==> src/rtl/smh_pkg.sv <==
package smh_pkg;

   // Field widths
   localparam int CMD_W   = 2;
   localparam int IDX_W   = 6;
   localparam int DUTY_W  = 7;
   localparam int COUNT_W = 16;
   localparam int CSR_W   = 16;
   localparam int CSR_IDX_W = 2;
   localparam int SCALE_W = 6;

   // Command codes (code 3 behaves as a tick)
   localparam logic [CMD_W-1:0] CMD_TICK  = 2'd0;
   localparam logic [CMD_W-1:0] CMD_LEFT  = 2'd1;
   localparam logic [CMD_W-1:0] CMD_RIGHT = 2'd2;

   // Register indexes
   localparam logic [CSR_IDX_W-1:0] CSR_STEP_INTERVAL = 2'd0;
   localparam logic [CSR_IDX_W-1:0] CSR_TURN_LIMIT    = 2'd1;

   localparam logic [CSR_W-1:0] STEP_INTERVAL_RST = 16'd500;
   localparam logic [CSR_W-1:0] TURN_LIMIT_RST    = 16'd256;

   // Microstep sequence
   localparam logic [IDX_W-1:0] IDX_ZERO = 6'd0;
   localparam logic [IDX_W-1:0] IDX_END  = 6'd32;
   localparam logic [3:0]       QUARTER  = 4'd8;

   // Duty constants in percent
   localparam logic [DUTY_W-1:0] DUTY_MID  = 7'd50;
   localparam logic [DUTY_W-1:0] DUTY_FULL = 7'd100;

   // Quarter-wave sine table and gain
   localparam int unsigned GAIN    = 10;
   localparam int unsigned PERCENT = 100;
   localparam int unsigned SINE_TAB [0:8] = '{0, 98, 191, 278, 354, 416, 462, 490, 500};

   // Gain folded into the table at elaboration, so the lookup needs no divider
   localparam logic [SCALE_W-1:0] SCALED_TAB [0:8] = '{
      SCALE_W'(SINE_TAB[0] * GAIN / PERCENT),
      SCALE_W'(SINE_TAB[1] * GAIN / PERCENT),
      SCALE_W'(SINE_TAB[2] * GAIN / PERCENT),
      SCALE_W'(SINE_TAB[3] * GAIN / PERCENT),
      SCALE_W'(SINE_TAB[4] * GAIN / PERCENT),
      SCALE_W'(SINE_TAB[5] * GAIN / PERCENT),
      SCALE_W'(SINE_TAB[6] * GAIN / PERCENT),
      SCALE_W'(SINE_TAB[7] * GAIN / PERCENT),
      SCALE_W'(SINE_TAB[8] * GAIN / PERCENT)
   };

   typedef enum logic [1:0] {
      MODE_IDLE  = 2'd0,
      MODE_LEFT  = 2'd1,
      MODE_RIGHT = 2'd2
   } mode_type;

   typedef enum logic [1:0] {
      POS_UNKNOWN = 2'd0,
      POS_LEFT    = 2'd1,
      POS_RIGHT   = 2'd2
   } pos_type;

   typedef struct packed {
      logic [CMD_W-1:0] command;
      logic             left_stop_n;
      logic             right_stop_n;
   } item_type;

   typedef struct packed {
      logic [CSR_W-1:0] step_interval;
      logic [CSR_W-1:0] turn_limit;
   } cfg_type;

   typedef struct packed {
      logic [DUTY_W-1:0] a1;
      logic [DUTY_W-1:0] a2;
      logic [DUTY_W-1:0] b1;
      logic [DUTY_W-1:0] b2;
   } duty_set_type;

   typedef struct packed {
      duty_set_type       duty;
      logic               bridge_enable;
      mode_type           motion;
      pos_type            position;
      logic [COUNT_W-1:0] turns_done;
      logic               move_finished;
   } result_type;

   // Scaled sine (or cosine) of a quarter-wave step, gain applied
   function automatic logic [SCALE_W-1:0] scaled(input logic [3:0] k, input logic cosine);
      logic [3:0] i;
      begin
         i = (k > QUARTER) ? QUARTER : k;
         if (cosine) begin
            i = QUARTER - i;
         end
         scaled = SCALED_TAB[i];
      end
   endfunction

endpackage

==> src/rtl/smh_duty.sv <==
module smh_duty
   import smh_pkg::*;
(
   input  logic [IDX_W-1:0] idx_i,
   output duty_set_type     duty_o
);

   logic [IDX_W-1:0]  offs;
   logic [3:0]        k;
   logic [DUTY_W-1:0] s;
   logic [DUTY_W-1:0] c;
   logic [DUTY_W-1:0] d1;
   logic [DUTY_W-1:0] d3;

   // Quadrant select and phase duties
   always_comb begin
      case (idx_i) inside
         [6'd0:6'd8]: begin
            offs = idx_i;
         end
         [6'd9:6'd16]: begin
            offs = idx_i - 6'd8;
         end
         [6'd17:6'd24]: begin
            offs = idx_i - 6'd16;
         end
         default: begin
            offs = idx_i - 6'd24;
         end
      endcase
      k = offs[3:0];
      s = DUTY_W'(scaled(k, 1'b0));
      c = DUTY_W'(scaled(k, 1'b1));
      case (idx_i) inside
         [6'd0:6'd8]: begin
            d1 = DUTY_MID - c;
            d3 = DUTY_MID - s;
         end
         [6'd9:6'd16]: begin
            d1 = DUTY_MID + s;
            d3 = DUTY_MID - c;
         end
         [6'd17:6'd24]: begin
            d1 = DUTY_MID + c;
            d3 = DUTY_MID + s;
         end
         default: begin
            d1 = DUTY_MID - s;
            d3 = DUTY_MID + c;
         end
      endcase
      duty_o.a1 = d1;
      duty_o.a2 = DUTY_FULL - d1;
      duty_o.b1 = d3;
      duty_o.b2 = DUTY_FULL - d3;
   end

endmodule

==> src/rtl/smh_ctrl.sv <==
module smh_ctrl
   import smh_pkg::*;
(
   input  logic       clock,
   input  logic       reset,
   input  logic       step_en,
   input  item_type   item_i,
   input  cfg_type    cfg_i,
   output result_type result_o
);

   mode_type           mode_ff, mode_in;
   pos_type            pos_ff, pos_in;
   logic [IDX_W-1:0]   idx_ff, idx_in;
   logic [COUNT_W-1:0] turns_ff, turns_in;
   logic [COUNT_W-1:0] wait_ff, wait_in;
   duty_set_type       duty_ff, duty_in;

   logic               finished;
   logic               apply;
   logic [IDX_W-1:0]   apply_idx;
   duty_set_type       duty_calc;
   logic               left;
   logic               stop_sw;
   pos_type            side;
   logic [IDX_W-1:0]   start_idx;
   logic               at_end;
   logic [COUNT_W-1:0] t1;
   logic [COUNT_W-1:0] t2;
   logic [IDX_W-1:0]   idx1;
   logic [COUNT_W-1:0] wait_reload;

   function automatic logic [COUNT_W-1:0] sat_inc(input logic [COUNT_W-1:0] t);
      begin
         sat_inc = (t == {COUNT_W{1'b1}}) ? t : t + 1'b1;
      end
   endfunction

   smh_duty u_duty (
      .idx_i  (apply_idx),
      .duty_o (duty_calc)
   );

   // Next state for one item
   always_comb begin
      mode_in   = mode_ff;
      pos_in    = pos_ff;
      idx_in    = idx_ff;
      turns_in  = turns_ff;
      wait_in   = wait_ff;
      finished  = 1'b0;
      apply     = 1'b0;
      apply_idx = idx_ff;

      left        = (mode_ff == MODE_IDLE) ? (item_i.command == CMD_LEFT)
                                           : (mode_ff == MODE_LEFT);
      stop_sw     = left ? !item_i.left_stop_n : !item_i.right_stop_n;
      side        = left ? POS_LEFT : POS_RIGHT;
      start_idx   = left ? IDX_ZERO : IDX_END;
      wait_reload = (cfg_i.step_interval == '0) ? '0 : cfg_i.step_interval - 1'b1;

      // turn bookkeeping at a microstep slot
      at_end = (idx_ff == (left ? IDX_END : IDX_ZERO));
      t1     = at_end ? sat_inc(turns_ff) : turns_ff;
      t2     = sat_inc(t1);
      idx1   = at_end ? start_idx : idx_ff;

      if (step_en) begin
         case (mode_ff)
            MODE_IDLE: begin
               if (item_i.command == CMD_LEFT || item_i.command == CMD_RIGHT) begin
                  if (pos_ff == side) begin
                     finished = 1'b1;
                  end else begin
                     turns_in = '0;
                     wait_in  = '0;
                     idx_in   = start_idx;
                     if (stop_sw || cfg_i.turn_limit == '0) begin
                        // ends at once with no turn
                        finished = 1'b1;
                        pos_in   = (cfg_i.turn_limit == '0) ? POS_UNKNOWN : side;
                     end else begin
                        mode_in   = left ? MODE_LEFT : MODE_RIGHT;
                        apply     = 1'b1;
                        apply_idx = start_idx;
                        idx_in    = left ? start_idx + 1'b1 : start_idx - 1'b1;
                        wait_in   = wait_reload;
                     end
                  end
               end
            end
            MODE_LEFT, MODE_RIGHT: begin
               if (wait_ff != '0) begin
                  wait_in = wait_ff - 1'b1;
               end else if (at_end && t1 >= cfg_i.turn_limit) begin
                  // turn limit reached: give up
                  turns_in = t1;
                  pos_in   = POS_UNKNOWN;
                  mode_in  = MODE_IDLE;
                  wait_in  = '0;
                  finished = 1'b1;
               end else if (stop_sw) begin
                  // switch hit: partial turn counts
                  turns_in = t2;
                  idx_in   = idx1;
                  pos_in   = (t2 >= cfg_i.turn_limit) ? POS_UNKNOWN : side;
                  mode_in  = MODE_IDLE;
                  wait_in  = '0;
                  finished = 1'b1;
               end else begin
                  turns_in  = t1;
                  apply     = 1'b1;
                  apply_idx = idx1;
                  idx_in    = left ? idx1 + 1'b1 : idx1 - 1'b1;
                  wait_in   = wait_reload;
               end
            end
            default: begin
               mode_in = MODE_IDLE;
            end
         endcase
      end

      duty_in = apply ? duty_calc : duty_ff;

      result_o.duty          = duty_in;
      result_o.bridge_enable = (mode_in != MODE_IDLE);
      result_o.motion        = mode_in;
      result_o.position      = pos_in;
      result_o.turns_done    = turns_in;
      result_o.move_finished = finished;
   end

   // State registers
   always_ff @(posedge clock) begin
      if (reset) begin
         mode_ff  <= MODE_IDLE;
         pos_ff   <= POS_UNKNOWN;
         idx_ff   <= '0;
         turns_ff <= '0;
         wait_ff  <= '0;
         duty_ff  <= '{a1: DUTY_MID, a2: DUTY_MID, b1: DUTY_MID, b2: DUTY_MID};
      end else begin
         mode_ff  <= mode_in;
         pos_ff   <= pos_in;
         idx_ff   <= idx_in;
         turns_ff <= turns_in;
         wait_ff  <= wait_in;
         duty_ff  <= duty_in;
      end
   end

   // No wait pending while idle
   a_idle_no_wait: assert property (@(posedge clock) disable iff (reset)
      mode_ff == MODE_IDLE |-> wait_ff == '0)
      else $error("wait count left over while idle");

   a_idx_range: assert property (@(posedge clock) disable iff (reset)
      idx_ff <= IDX_END)
      else $error("microstep index out of range");

   // Complementary duties always sum to full scale
   a_duty_pair: assert property (@(posedge clock) disable iff (reset)
      (duty_ff.a1 + duty_ff.a2 == DUTY_FULL) && (duty_ff.b1 + duty_ff.b2 == DUTY_FULL))
      else $error("bridge duties not complementary");

   // A move starts with a cleared turn count
   a_start_turns: assert property (@(posedge clock) disable iff (reset)
      (step_en && mode_ff == MODE_IDLE && mode_in != MODE_IDLE) |=> turns_ff == '0)
      else $error("turn count not cleared at move start");

endmodule

==> src/rtl/stepper_microstep_homing.sv <==
// Results are registered: request register, step logic, then the response register.
// Throughput: one item per cycle unless rsp_stall holds a waiting result; each item is one
// pass through the step logic between the request register and the response register.
// req_stall: rsp_stall while a result waits and an item sits in the request register.
// Reset (synchronous, active high): idle, position unknown, duties 50 percent,
// step_interval 500, turn_limit 256.
module stepper_microstep_homing
   import smh_pkg::*;
(
   input  logic                 clock,
   input  logic                 reset,
   // request channel
   input  logic                 req_valid,
   output logic                 req_stall,
   input  logic [CMD_W-1:0]     req_command,
   input  logic                 req_left_stop_n,
   input  logic                 req_right_stop_n,
   // response channel
   output logic                 rsp_valid,
   input  logic                 rsp_stall,
   output logic [DUTY_W-1:0]    rsp_duty_a1,
   output logic [DUTY_W-1:0]    rsp_duty_a2,
   output logic [DUTY_W-1:0]    rsp_duty_b1,
   output logic [DUTY_W-1:0]    rsp_duty_b2,
   output logic                 rsp_bridge_enable,
   output logic [1:0]           rsp_motion,
   output logic [1:0]           rsp_position,
   output logic [COUNT_W-1:0]   rsp_turns_done,
   output logic                 rsp_move_finished,
   // register write channel
   input  logic                 csr_valid,
   output logic                 csr_ready,
   input  logic [CSR_IDX_W-1:0] csr_index,
   input  logic [CSR_W-1:0]     csr_wdata
);

   logic       req_valid_ff;
   item_type   item_ff;
   logic       rsp_valid_ff;
   result_type rsp_ff;
   result_type result_in;
   cfg_type    cfg_ff;
   logic       advance;
   logic       step_en;

   // Pipeline advances when the response register is free or being emptied
   assign advance   = !rsp_valid_ff || !rsp_stall;
   assign step_en   = req_valid_ff && advance;
   assign req_stall = req_valid_ff && !advance;
   assign csr_ready = 1'b1;

   // Register writes
   always_ff @(posedge clock) begin
      if (reset) begin
         cfg_ff.step_interval <= STEP_INTERVAL_RST;
         cfg_ff.turn_limit    <= TURN_LIMIT_RST;
      end else if (csr_valid && csr_ready) begin
         case (csr_index)
            CSR_STEP_INTERVAL: cfg_ff.step_interval <= csr_wdata;
            CSR_TURN_LIMIT:    cfg_ff.turn_limit    <= csr_wdata;
            default: ;
         endcase
      end
   end

   // Request register
   always_ff @(posedge clock) begin
      if (reset) begin
         req_valid_ff <= 1'b0;
      end else if (!req_stall) begin
         req_valid_ff <= req_valid;
      end
   end

   always_ff @(posedge clock) begin
      if (req_valid && !req_stall) begin
         item_ff.command      <= req_command;
         item_ff.left_stop_n  <= req_left_stop_n;
         item_ff.right_stop_n <= req_right_stop_n;
      end
   end

   smh_ctrl u_ctrl (
      .clock    (clock),
      .reset    (reset),
      .step_en  (step_en),
      .item_i   (item_ff),
      .cfg_i    (cfg_ff),
      .result_o (result_in)
   );

   // Response register
   always_ff @(posedge clock) begin
      if (reset) begin
         rsp_valid_ff <= 1'b0;
      end else if (advance) begin
         rsp_valid_ff <= req_valid_ff;
      end
   end

   always_ff @(posedge clock) begin
      if (step_en) begin
         rsp_ff <= result_in;
      end
   end

   assign rsp_valid         = rsp_valid_ff;
   assign rsp_duty_a1       = rsp_ff.duty.a1;
   assign rsp_duty_a2       = rsp_ff.duty.a2;
   assign rsp_duty_b1       = rsp_ff.duty.b1;
   assign rsp_duty_b2       = rsp_ff.duty.b2;
   assign rsp_bridge_enable = rsp_ff.bridge_enable;
   assign rsp_motion        = rsp_ff.motion;
   assign rsp_position      = rsp_ff.position;
   assign rsp_turns_done    = rsp_ff.turns_done;
   assign rsp_move_finished = rsp_ff.move_finished;

endmodule

==> config.mk <==
export PLATFORM = sky130hd
export DESIGN_NAME = stepper_microstep_homing
export DESIGN_NICKNAME = d
export VERILOG_FILES = /design/src/rtl/smh_pkg.sv /design/src/rtl/smh_duty.sv /design/src/rtl/smh_ctrl.sv /design/src/rtl/stepper_microstep_homing.sv
export SDC_FILE = /design/constraint.sdc
export NUM_CORES = 1
export LEC_CHECK = 0
export BUFFER_PORTS_ARGS = -buffer_cell sky130_fd_sc_hd__buf_4
export CAP_MARGIN = 20
export CORE_ASPECT_RATIO = 0.8
export CORE_UTILIZATION = 45
export DETAILED_ROUTE_END_ITERATION = 10
export HOLD_SLACK_MARGIN = 0.06
export PLACE_DENSITY_LB_ADDON = 0.2
export SETUP_SLACK_MARGIN = 0.2
export SKIP_CTS_REPAIR_TIMING = 1
export SYNTH_ARGS = -nofsm -noshare
export SYNTH_HDL_FRONTEND = slang
export SYNTH_SLANG_ARGS = --single-unit
==> constraint.sdc <==
create_clock -name clock -period 8.18 [get_ports clock]
set_input_delay 0.409 -clock clock [delete_from_list [all_inputs] [get_ports clock]]
set_output_delay 0.409 -clock clock [all_outputs]
set_load 0.01 [all_outputs]
==> results of run 1 <==
-- worst max path at each step --
stage	from	to	slack, ps	depth (start not counted)
after floorplan	u_ctrl.mode_ff[0]$_SDFF_PP0_	u_ctrl.duty_ff[6]$_SDFF_PP0_	1240	34
after global placement	u_ctrl.mode_ff[0]$_SDFF_PP0_	u_ctrl.duty_ff[6]$_SDFF_PP0_	570	30
after detailed placement	u_ctrl.mode_ff[0]$_SDFF_PP0_	u_ctrl.duty_ff[6]$_SDFF_PP0_	290	30
after CTS	u_ctrl.mode_ff[0]$_SDFF_PP0_	u_ctrl.duty_ff[6]$_SDFF_PP0_	210	30
after global routing	u_ctrl.mode_ff[0]$_SDFF_PP0_	u_ctrl.duty_ff[6]$_SDFF_PP0_	270	30
final	u_ctrl.mode_ff[1]$_SDFF_PP0_	u_ctrl.duty_ff[6]$_SDFF_PP0_	710	30
-- state kept, by name, indices dropped and copies added, names as in the netlist, 4 cells and up --
signal and count:
cfg_ff 32, item_ff 4, rsp_duty_a1 7, rsp_duty_a2 7, rsp_duty_b1 7, rsp_duty_b2 7
rsp_turns_done 16, u_ctrl.duty_ff 28, u_ctrl.idx_ff 6, u_ctrl.turns_ff 16, u_ctrl.wait_ff 16
-- power by group through the flow --
stage                     Combinational (mW)  Clock, mW  Sequential [mW]
final                                  0.626      0.842            0.862
after global placement                 0.601          0            0.879
after CTS                              0.604      0.851            0.862
after global routing                   0.676      0.888            0.865
after detailed placement               0.599          0            0.879
after floorplan                        0.414          0            0.882
-- metal layers --
layer / up-vias / GRT usage, % / wire length, um
met5: - / 0 / 0
met4: 0 / 6.614 / 614
met3: 50 / 7.131 / 3033
met2: 458 / 37.29 / 13020
met1: 4700 / 39.48 / 15400
li1: 4776 / - / -
-- cell type report --
class | count | area (um^2)
fill | 2153 | 10690
timing repair buffer | 101 | 758.2
multi-input combinational | 998 | 6402
sequential | 158 | 3704
tap | 306 | 382.9
inverter | 64 | 242.7
clock buffer | 17 | 425.4
clock inverter | 15 | 203.9
-- cell usage in the layout (no fill, tap or decap), types with 44 or more instances in the layout --
cell	instances
o21ai_0	67
edfxtp_1	54
xnor2_1	44
dfxtp_1	104
inv_1	61
buf_4	101
ha_1	54
a21oi_1	87
nand2_1	189
nor2_1	89
-- stage by stage --
stage / power (mW) / cell area (um^2) / util, % / hold WS [ps] / setup slack [ps]
2_1_floorplan: 1.296 / 10600 / - / 435.5 / 1240
3_3_place_gp: 1.479 / 11440 / 50.16 / 444.8 / 574.7
3_5_place_dp: 1.479 / 11440 / 50.16 / 452.5 / 290.5
4_1_cts: 2.317 / 12070 / 52.92 / 140.8 / 209.9
5_1_grt: 2.429 / 12120 / 53.14 / 138.2 / 271.6
6_report: 2.330 / 12120 / 53.14 / 147.0 / 713.4
-- critical path, delay by kind of cell (launching register included) --
family | cells | cell delay, ps
flops | 1 | 320
simple gates | 9 | 2120
compound gates | 9 | 2220
buf+inv | 4 | 510
xor+xnor | 2 | 400
fa+ha+maj | 5 | 1360
mux | 1 | 380
-- cell families after synthesis --
logic type | count (synthesis) | synth area share [%]
adder cells (fa/ha/maj) | 56 | 6.683
multiplexers | 15 | 1.535
AND/OR/NAND/NOR | 504 | 23.03
XOR/XNOR | 60 | 5.030
other | 1 | 0.03539
buffers and inverters | 132 | 5.042
flip-flops | 158 | 34.95
AO/OA/AOI/OAI | 362 | 23.70
==> impl_metrics.json, run 1 <==
{
  "finalCritPeriodShare_pct": 91.28,
  "overflow": 0,
  "nNetsFinal": 1423,
  "cts_tree": "built",
  "num_io_pins": 80,
  "finalHoldViolCount": 0,
  "worstPathArrival_ps": 7800,
  "clock_power_share_pct": 36.1,
  "dpl.hpwl_mm": 23.71,
  "synth_commonest_cells": "nand2_1 (189), dfxtp_1 (104), nor2_1 (90), a21oi_1 (87), o21ai_0 (69)",
  "r2r-start": "u_ctrl.mode_ff[1]$_SDFF_PP0_",
  "final_cells": 1659,
  "postRouteWirelength_mm": 32.07,
  "drv_slew": 0,
  "dp.cells": 1626,
  "p_leak_nw": 4.748,
  "grt_pass1_vias": 9079,
  "wl_per_cell_um": 19.33,
  "synth.avg_cell_area_um2": 8.227,
  "grt_max_degree": 59,
  "yosysSeqAreaShare_pct": 34.95,
  "yosysTopAreaCellShare_pct": 19.65,
  "ys.flop_type": "dfxtp_1",
  "antenna_left": 0,
  "slew-limit-headroom_pct": 32.26,
  "finClkSkew_ps": 17.19,
  "vias": 9984,
  "hp-start": "req_right_stop_n",
  "cp-start-kind": "flip-flop",
  "timing.final.crit_period_ps": 7467,
  "combPwrFrac_pct": 26.9,
  "synth_cells": 1288,
  "syn_nets": 1371,
  "die_h_um": 139.3,
  "ys_types": 97,
  "worst_slew_pin_slew_ps": 1012,
  "row_count": 49,
  "syn-cell-area_um2": 10600,
  "ys_top_cells_by_area": "dfxtp_1 (20%), edfxtp_1 (15%), nand2_1 (6.7%)",
  "antenna_found_initial": 0,
  "reg2reg_to": "u_ctrl.duty_ff[6]$_SDFF_PP0_",
  "antenna_cells": 0,
  "syn2layout_area_growth_pct": 14.37,
  "setup_viol": 0,
  "grt_use_total_pct": 26.48,
  "path_max_fanout": 14,
  "synth-edff-count": 54,
  "crit_slowest_cell": "or4_1",
  "power.switching_mw": 0.8421,
  "reg2regPathDepth": 30,
  "criticalPathCategory": "flip-flop to flip-flop",
  "grt_pass1_wl_mm": 50.41,
  "ir_drop_mv": 0.1589,
  "holdPathEnd": "item_ff[0]$_DFFE_PP_",
  "synth_top_cell_by_area": "dfxtp_1",
  "switching_share_pct": 36.15,
  "cts_buffers": 17,
  "maxCapViolations": 0,
  "drive_gt1_share_pct": 14.04,
  "clk_pin_slew_ps": 80,
  "status": "finished, final reports clean",
  "internal_power_mw": 1.487,
  "synth.most_common_cell": "nand2_1",
  "ys_ff_latch": 158,
  "p_per_area_nw_per_um2": 192.2,
  "critPathMaxStageDelay_ps": 470,
  "tns_ps": 0,
  "viasPerCell": 6.018,
  "cts.sinks": 158,
  "ff2ff_setup_slack_ps": 710,
  "drt_drc_violations_left": 0,
  "fmax_ghz": 0.1339,
  "min_path_type": "primary input to flip-flop",
  "synth_warnings": 0,
  "htree_levels": 4,
  "synthArstFlopShare_pct": 0,
  "rsz0062_at_grt": "no",
  "clk_latency_ps": 450,
  "cts_max_path_buffers": 2,
  "cp.required_ps": 8510,
  "dr.pass1.iters": 6,
  "cp_common_cell": "ha_1",
  "portBuffers": 78,
  "gp_congestion": 1.007,
  "initial_core_util_pct": 46.46,
  "fp.dieW_um": 173.6,
  "core_um2": 22810,
  "hold_path_depth": 1,
  "drt_iter0_markers": 1199,
  "seq_power_share_pct": 37.0,
  "cp-end-kind": "flip-flop",
  "die_area_um2": 24170,
  "cts_root_buf": "clkbuf_16"
}
(Power assumes the default switching activity.)
==> run 2, diff against run 1 <==
- CELL_PAD_IN_SITES_DETAIL_PLACEMENT: default -> 2
- CELL_PAD_IN_SITES_GLOBAL_PLACEMENT: default -> 2
- CORE_UTILIZATION: 45 -> 37
==> run 2 against run 1 <==
Fmax decreased by 3.0%. Non-clock buffer count up 11. Via count is 3.6% higher. Die area rose by 21%. Clock power down 1%. Flip-flop and latch count is the same. Critical endpoint is now rsp_duty_b2[6]$_DFFE_PP_. Largest power group unchanged.
==> impl_metrics.json, run 2 (synthesized netlist as in run 1, its figures left out) <==
{
  "status": "finished, final reports clean",
  "cts.sinks": 158,
  "fin_ws_ps": 481.1,
  "seq_power_share_pct": 36.2,
  "largest-register": "cfg_ff",
  "internal_power_mw": 1.488,
  "rsz0062_at_grt": "no",
  "num_io_pins": 80,
  "row_count": 55,
  "hold_path_depth": 1,
  "cts_root_buf": "clkbuf_16",
  "r2r-start": "u_ctrl.mode_ff[0]$_SDFF_PP0_",
  "ff2ff_setup_slack_ps": 480,
  "p_leak_nw": 4.786,
  "criticalPathCategory": "flip-flop to flip-flop",
  "stdcell_area_um2": 12230,
  "fillCellCount": 3148,
  "antenna_cells": 0,
  "cp-end-kind": "flip-flop",
  "cp.required_ps": 8440,
  "reg2regPathDepth": 31,
  "fp.dieW_um": 191.2,
  "gp_congestion": 0.9287,
  "worstPathArrival_ps": 7960,
  "seqCellArea_um2": 3704,
  "clk_pin_slew_ps": 80,
  "antenna_left": 0,
  "setup_viol": 0,
  "p_per_area_nw_per_um2": 195.2,
  "initial_core_util_pct": 37.56,
  "clock_power_share_pct": 35.0,
  "finalHoldViolCount": 0,
  "maxCapViolations": 0,
  "hold_ws_ps": 135.0,
  "finalCritPeriodShare_pct": 94.12,
  "core_um2": 28210,
  "fmax_ghz": 0.1299,
  "min_path_type": "primary input to flip-flop",
  "reg2reg_to": "rsp_duty_b2[6]$_DFFE_PP_",
  "drt_drc_violations_left": 0,
  "die_h_um": 153.4,
  "reg.largest.list": "cfg_ff (32), u_ctrl.duty_ff (28)",
  "clk_latency_ps": 450,
  "slew-limit-headroom_pct": 22.67,
  "dpl.hpwl_mm": 31.17,
  "tns_ps": 0,
  "cts_buffers": 17,
  "switching_share_pct": 37.67,
  "antenna_found_initial": 1,
  "cp_common_cell": "ha_1",
  "combPwrFrac_pct": 28.8,
  "final_cell_mix": "nand2_1 (189), buf_4 (111), dfxtp_1 (104), nor2_1 (88), a21oi_1 (87)",
  "crit_slowest_cell": "or4_1",
  "critPathMaxStageDelay_ps": 480,
  "drt_iter0_markers": 687,
  "timing.final.crit_period_ps": 7699,
  "path_max_fanout": 9,
  "cts_max_path_buffers": 2,
  "finClkSkew_ps": 16.25,
  "final_common_cell": "nand2_1",
  "pre_cts_slack_ps": 466.4,
  "grt_pass1_vias": 10900,
  "syn2layout_area_growth_pct": 15.42,
  "drive_gt1_share_pct": 14.52,
  "hp-start": "req_right_stop_n",
  "holdPathEnd": "item_ff[0]$_DFFE_PP_",
  "worst_slew_pin_slew_ps": 1152,
  "power.switching_mw": 0.8991,
  "portBuffers": 78,
  "grt_use_total_pct": 28.89,
  "nNetsFinal": 1434,
  "dpl_cell_area_um2": 11600,
  "largest_register_ffs": 32,
  "postRouteWirelength_mm": 41.91,
  "viasPerCell": 5.964,
  "overflow": 0,
  "vias": 10340,
  "dr.pass1.iters": 5,
  "multi_input_area_um2": 6386,
  "die_area_um2": 29320,
  "postLayoutCoreUtil_pct": 43.35,
  "grt_pass1_wl_mm": 65.12,
  "ir_drop_mv": 0.1577,
  "grt_max_degree": 59,
  "cts_tree": "built",
  "cp-start-kind": "flip-flop",
  "htree_levels": 4,
  "wl_per_cell_um": 24.17,
  "drv_slew": 0
}
==> run 2: area by class of cell <==
type,instances,area share [%]
clock buffer,17,3.478
multi-input combinational,998,52.21
inverter,64,1.964
tap,370,3.785
timing repair buffer,112,6.854
clock inverter,15,1.422
sequential,158,30.28
==> run 2: worst max-delay path by stage <==
stage                                 start                           end  slack, ps
3_3_place_gp   u_ctrl.mode_ff[0]$_SDFF_PP0_      rsp_duty_b2[4]$_DFFE_PP_        920
2_1_floorplan  u_ctrl.mode_ff[0]$_SDFF_PP0_  u_ctrl.duty_ff[6]$_SDFF_PP0_       1240
4_1_cts        u_ctrl.mode_ff[0]$_SDFF_PP0_      rsp_duty_b2[6]$_DFFE_PP_        300
3_5_place_dp   u_ctrl.mode_ff[0]$_SDFF_PP0_  u_ctrl.duty_ff[6]$_SDFF_PP0_        470
5_1_grt        u_ctrl.mode_ff[0]$_SDFF_PP0_      rsp_duty_b2[6]$_DFFE_PP_        200
6_report       u_ctrl.mode_ff[0]$_SDFF_PP0_      rsp_duty_b2[6]$_DFFE_PP_        480
==> run 2: critical path, delay by kind of cell, from the launching register on <==
family	cells	cell delay [ps]
mux	1	400
compound gates	11	2700
simple gates	8	1750
flops	1	340
buf+inv	4	390
xor+xnor	2	370
fa+ha+maj	5	1520
==> run 2: power groups by stage <==
stage          Clock (mW)  Combinational [mW]  Sequential (mW)
2_1_floorplan           0               0.414            0.882
3_3_place_gp            0               0.635            0.881
3_5_place_dp            0               0.659            0.883
4_1_cts             0.845               0.670            0.865
5_1_grt             0.869               0.735            0.868
6_report            0.834               0.688            0.865
==> run 2: metrics by stage <==
step	cells	total power, mW
after floorplan	1288	1.296
after global placement	1700	1.515
after detailed placement	1700	1.541
after CTS	1732	2.380
after global routing	1734	2.472
final	1734	2.387
==> run 2: metal layers <==
| metal | track usage [%] | share of wire [%] | vias up |
|---|---|---|---|
| met3 | 3.881 | 4.4 | 39 |
| met1 | 41.28 | 48 | 5267 |
| li1 | - | - | 4789 |
| met4 | 5.782 | 1.3 | 0 |
| met2 | 46.19 | 46 | 247 |
| met5 | 0 | 0 | - |
